--- src/biaxc_pkg.sv ---
// Shared types and constants for the block image assembler with XOR checks.
// Holds the parse phase and controller state encodings and the command and
// status structs. No dependencies.
`timescale 1ns / 1ps
package biaxc_pkg;

  localparam int IMAGE_DEPTH_DEF = 65536;
  localparam int STAGE_DEPTH_DEF = 4096;
  localparam int BYTE_W          = 8;
  localparam logic [7:0] BYTE_MASK = 8'hFF;

  typedef enum logic [5:0] {
    PH_HEADER  = 6'b000001,
    PH_BLKHDR  = 6'b000010,
    PH_PAYLOAD = 6'b000100,
    PH_FLAGLEN = 6'b001000,
    PH_FLAGOFF = 6'b010000,
    PH_DONE    = 6'b100000
  } phase_e;

  typedef enum logic [5:0] {
    ST_CLEAR  = 6'b000001,
    ST_RUN    = 6'b000010,
    ST_COPY   = 6'b000100,
    ST_RDLO   = 6'b001000,
    ST_RDHI   = 6'b010000,
    ST_RESULT = 6'b100000
  } ctl_state_e;

  typedef struct packed {
    logic take;
    logic clr;
    logic copy_rd;
    logic rd_lo;
    logic rd_hi;
    logic load_out;
  } ctl_cmd_t;

  typedef struct packed {
    logic copy_req;
    logic read_req;
    logic copy_last;
    logic clr_last;
  } dp_status_t;

endpackage

--- src/biaxc_ctrl.sv ---
// Controller state machine: sequences the clearing pass, byte intake, block
// copies, flag reads and the result register. Depends on biaxc_pkg.
`timescale 1ns / 1ps
module biaxc_ctrl (
  input  logic                  clk_i,
  input  logic                  rst_ni,
  input  logic                  in_valid_i,
  output logic                  in_ready_o,
  output logic                  out_valid_o,
  input  logic                  out_ready_i,
  input  biaxc_pkg::dp_status_t status_i,
  output biaxc_pkg::ctl_cmd_t   cmd_o
);

  biaxc_pkg::ctl_state_e state_q, state_d;
  logic out_valid_q, out_valid_d;

  always_comb begin
    state_d = state_q;
    cmd_o   = '0;
    in_ready_o = 1'b0;
    case (state_q)
      biaxc_pkg::ST_CLEAR: begin
        cmd_o.clr = 1'b1;
        if (status_i.clr_last) state_d = biaxc_pkg::ST_RUN;
      end
      biaxc_pkg::ST_RUN: begin
        in_ready_o = 1'b1;
        cmd_o.take = in_valid_i;
        if (in_valid_i && status_i.copy_req) state_d = biaxc_pkg::ST_COPY;
        if (in_valid_i && status_i.read_req) state_d = biaxc_pkg::ST_RDLO;
      end
      biaxc_pkg::ST_COPY: begin
        cmd_o.copy_rd = 1'b1;
        if (status_i.copy_last) state_d = biaxc_pkg::ST_RUN;
      end
      biaxc_pkg::ST_RDLO: begin
        cmd_o.rd_lo = 1'b1;
        state_d = biaxc_pkg::ST_RDHI;
      end
      biaxc_pkg::ST_RDHI: begin
        cmd_o.rd_hi = 1'b1;
        state_d = biaxc_pkg::ST_RESULT;
      end
      biaxc_pkg::ST_RESULT: begin
        if (!out_valid_q || out_ready_i) begin
          cmd_o.load_out = 1'b1;
          state_d = biaxc_pkg::ST_RUN;
        end
      end
      default: state_d = biaxc_pkg::ST_CLEAR;
    endcase
  end

  always_comb begin
    out_valid_d = out_valid_q;
    if (out_ready_i) out_valid_d = 1'b0;
    if (cmd_o.load_out) out_valid_d = 1'b1;
  end

  always_ff @(posedge clk_i or negedge rst_ni) begin
    if (!rst_ni) begin
      state_q     <= biaxc_pkg::ST_CLEAR;
      out_valid_q <= 1'b0;
    end else begin
      state_q     <= state_d;
      out_valid_q <= out_valid_d;
    end
  end

  assign out_valid_o = out_valid_q;

endmodule

--- config.mk ---
export PLATFORM = sky130hd
export DESIGN_NAME = biaxc_ctrl
export DESIGN_NICKNAME = d
export VERILOG_FILES = /design/src/biaxc_pkg.sv /design/src/biaxc_ctrl.sv
export SDC_FILE = /design/constraint.sdc
export NUM_CORES = 1
export LEC_CHECK = 0
export ABC_AREA = 1
export ABC_CLOCK_PERIOD_IN_PS = 1300
export BUFFER_PORTS_ARGS = -buffer_cell sky130_fd_sc_hd__buf_2
export CAP_MARGIN = 20
export CORE_AREA = 2 2 39 41
export DETAILED_ROUTE_END_ITERATION = 8
export DIE_AREA = 0 0 41 43
export PLACE_DENSITY_LB_ADDON = 0.12
export SETUP_SLACK_MARGIN = 0.1
export SYNTH_ARGS = -nofsm -noshare
export SYNTH_HDL_FRONTEND = slang
export SYNTH_SLANG_ARGS = --single-unit
export TNS_END_PERCENT = 30
--- constraint.sdc ---
create_clock -name clk_i -period 1.3 [get_ports clk_i]
set_clock_uncertainty 0.05 [all_clocks]
set_input_delay 0.13 -clock clk_i [delete_from_list [all_inputs] [get_ports clk_i]]
set_output_delay 0.13 -clock clk_i [all_outputs]
set_load 0.005 [all_outputs]
==> results.py <==
metrics = {
    "outcome": {
        "status": "finished with violations",
        "violations": "setup timing",
    },
    "hold_path": {
        "min_to": "out_valid_o",
        "hp-class": "in2reg",
        "whs_path_depth": 2,
        "hold_path.startpoint": "out_ready_i",
    },
    "clocking": {
        "cts_root_buf": "clkbuf_4",
        "cts_htree_levels": 1,
        "numCtsBuffers": 3,
        "cts_tree": "yes",
        "cts.clk_slew.worst_paths_ns": 0.06,
        "cts_buffer_depth": 2,
        "clock_latency_ns": 0.26,
        "cts_sinks": 7,
    },
    "placed_design": {
        "place_congestion": 0.755,
        "io_buffers": 15,
        "place_hpwl_um": 848,
    },
    "cells_and_area": {
        "nets": 108,
        "final_cell_mix": "15 x buf_2, 12 x nor2_1, 12 x buf_4",
        "layout_commonest_cell": "buf_2",
        "layout-drive-gt1-share_pct": 52.5,
        "area_delta_synth_final_pct": 51.6,
        "finish.utilization_pct": 52.4,
        "n_antenna_cell": 0,
    },
    "floorplan": {
        "die_w_um": 41,
        "num_rows": 14,
        "fp.dieH_um": 43,
        "start_util_pct": 34.5,
        "dieArea_sq_um": 1760,
        "io_pins": 16,
        "core_sq_um": 1380,
    },
    "setup_path": {
        "r2r_start": "state_q[0]",
        "slowest_stage": "dfrtp_2",
        "arrival_ns": 1.25,
        "crit_type": "reg2out",
        "r2r_slack_ns": -0.08,
        "endpoint_kind": "output pin",
        "worst_r2r_path_depth": 8,
        "rr_endpoint": "state_q[2]",
        "startpoint_type": "flip-flop",
        "crit_start": "state_q[1]",
        "required_ns": 1.12,
        "slowest_delay_ns": 0.44,
        "critical_path.max_fanout": 4,
        "cp_cell_sequence": "nor2_4 -> and3_4 -> inv_1 -> nor2_1 -> buf_2",
    },
    "sta": {
        "rsz0062_at_grt": "yes",
        "finalWorstSetupSlack_ns": -0.135,
        "fin_crit_sh_pct": 110,
        "hold-worst-slack_ns": 0.0113,
        "min_period_ns": 1.43,
        "tns_ns": -0.995,
        "drv_slew": 0,
        "finalSetupViolations": 10,
        "worst_pin_slew_ns": 0.323,
        "clock.fmax_mhz": 697,
        "relSlewSlack_pct": 78.2,
        "hold_viol": 0,
    },
    "pwr": {
        "p_leak_nw": 0.423,
        "peakVddDrop_v": 0.00122,
        "power-per-cell-area_nw_per_um2": 1660,
    },
    "yosys": {
        "synth_seq_cells": 7,
        "netlist_area_sq_um": 478,
        "synth_top_area_share_pct": 31.4,
        "synth.avg_cell_area_sq_um": 6.93,
        "synth_fp_nets": 77,
        "ys_types": 19,
        "yosysTopAreaCell": "dfrtp_1",
        "ys_warn_count": 0,
        "syn_inst": 69,
        "synthTopCellsByArea": "dfrtp_1 31%, nor2_1 12%, inv_1 10%",
        "ys_seq_area_share_pct": 36.9,
    },
    "detailed_routing": {
        "wl_met3_um": 71,
        "wl_met1_um": 476,
        "wl_met2_um": 625,
        "dr.pass1.iters": 4,
        "vias": 514,
        "drc": 0,
        "drtAntennaViolNets": 0,
        "wl_mm": 1.17,
        "avgViaCountPerCell": 4.47,
        "post_drt_wl_per_cell_um": 10.2,
        "drt_iter0_markers": 12,
        "dr.max_layer_used": "met3",
    },
    "global_route": {
        "gr-total-overflow": 0,
        "grt_pass1_wl_mm": 2.04,
        "grt_max_degree": 8,
        "antenna_found_initial": 0,
        "grt_pass1_vias": 478,
        "grt_use_total_pct": 17.6,
    },
    "flow_run": {
        "cap_violations": 0,
    },
}
==> flip-flops by register name, indices dropped and copies added (netlist names) <==
name         cells
out_valid_o      1
state_q          6
==> worst max-delay path: cells and delay by family (launching register included) <==
family,cells,cell delay (ns)
simple gates,3,0.40
buf+inv,2,0.15
flops,1,0.44
==> metrics by stage <==
step / power [mW] / worst slack (ns) / instances / area, sq um
after floorplan: 0.643 / 0.114 / 69 / 478
after global placement: 0.801 / -0.0293 / 100 / 573
after detailed placement: 0.803 / -0.0315 / 100 / 573
after CTS: 1.17 / -0.138 / 114 / 701
after global routing: 1.29 / -0.201 / 115 / 724
final: 1.20 / -0.135 / 115 / 724
==> metal layers <==
metal,vias up,GRT usage [%]
met3,0,9.42
met2,13,28.4
met1,231,20.5
met5,-,0
li1,270,-
met4,0,2.00
==> what timing repair did <==
action / 4_1_cts / 5_1_grt
pin swaps: 7 / 2
resized for setup: 9 / 4
endpoints found under the setup margin: 10 / 11
hold endpoints to repair: 7 / 0
buffers inserted: 9 / 1
hold buffers: 1 / 0
==> synthesized netlist by cell type <==
cell and number:
nand2_1 10, inv_2 1, nor2_2 3, nand3_2 1, o21ai_1 1, inv_1 13
dfstp_2 1, nand4_1 1, nand4_2 1, nor2_1 15, o21ai_0 3, nand3_1 5
dfrtp_1 6, a21oi_2 1, nor2_4 1, nand2_2 2, o21ai_2 1, and3_1 1
buf_4 2
==> power breakdown <==
| part | internal [mW] | switching, mW |
|---|---|---|
| Combinational | 0.307 | 0.355 |
| Clock | 0.118 | 0.0892 |
| Sequential | 0.279 | 0.0560 |
==> cell families (layout without fill, tap and decap cells) <==
kind of cell / Yosys count / count (layout) / synth area share [%]
AND/OR/NAND/NOR: 40 / 40 / 41.1
buffers and inverters: 16 / 46 / 14.1
flip-flops: 7 / 7 / 36.9
AO/OA/AOI/OAI: 6 / 6 / 7.85
==> worst max path at each step <==
stage          slack, ns         end  cells past startpoint
5_1_grt            -0.20    cmd_o[1]                      6
3_3_place_gp       -0.03    cmd_o[0]                      5
3_5_place_dp       -0.03    cmd_o[0]                      5
6_report           -0.13    cmd_o[0]                      5
2_1_floorplan       0.11  state_q[2]                      7
4_1_cts            -0.14    cmd_o[4]                      5
==> layout make-up <==
cell class | instances | area (sq um)
repair buffers | 28 | 175
flip-flops and latches | 7 | 179
fillers | 144 | 659
well taps | 16 | 20.0
clock buffers | 4 | 26.3
inverters | 14 | 52.6
multi-input cells | 46 | 272
Note: power is estimated with default switching activity, not from simulation.
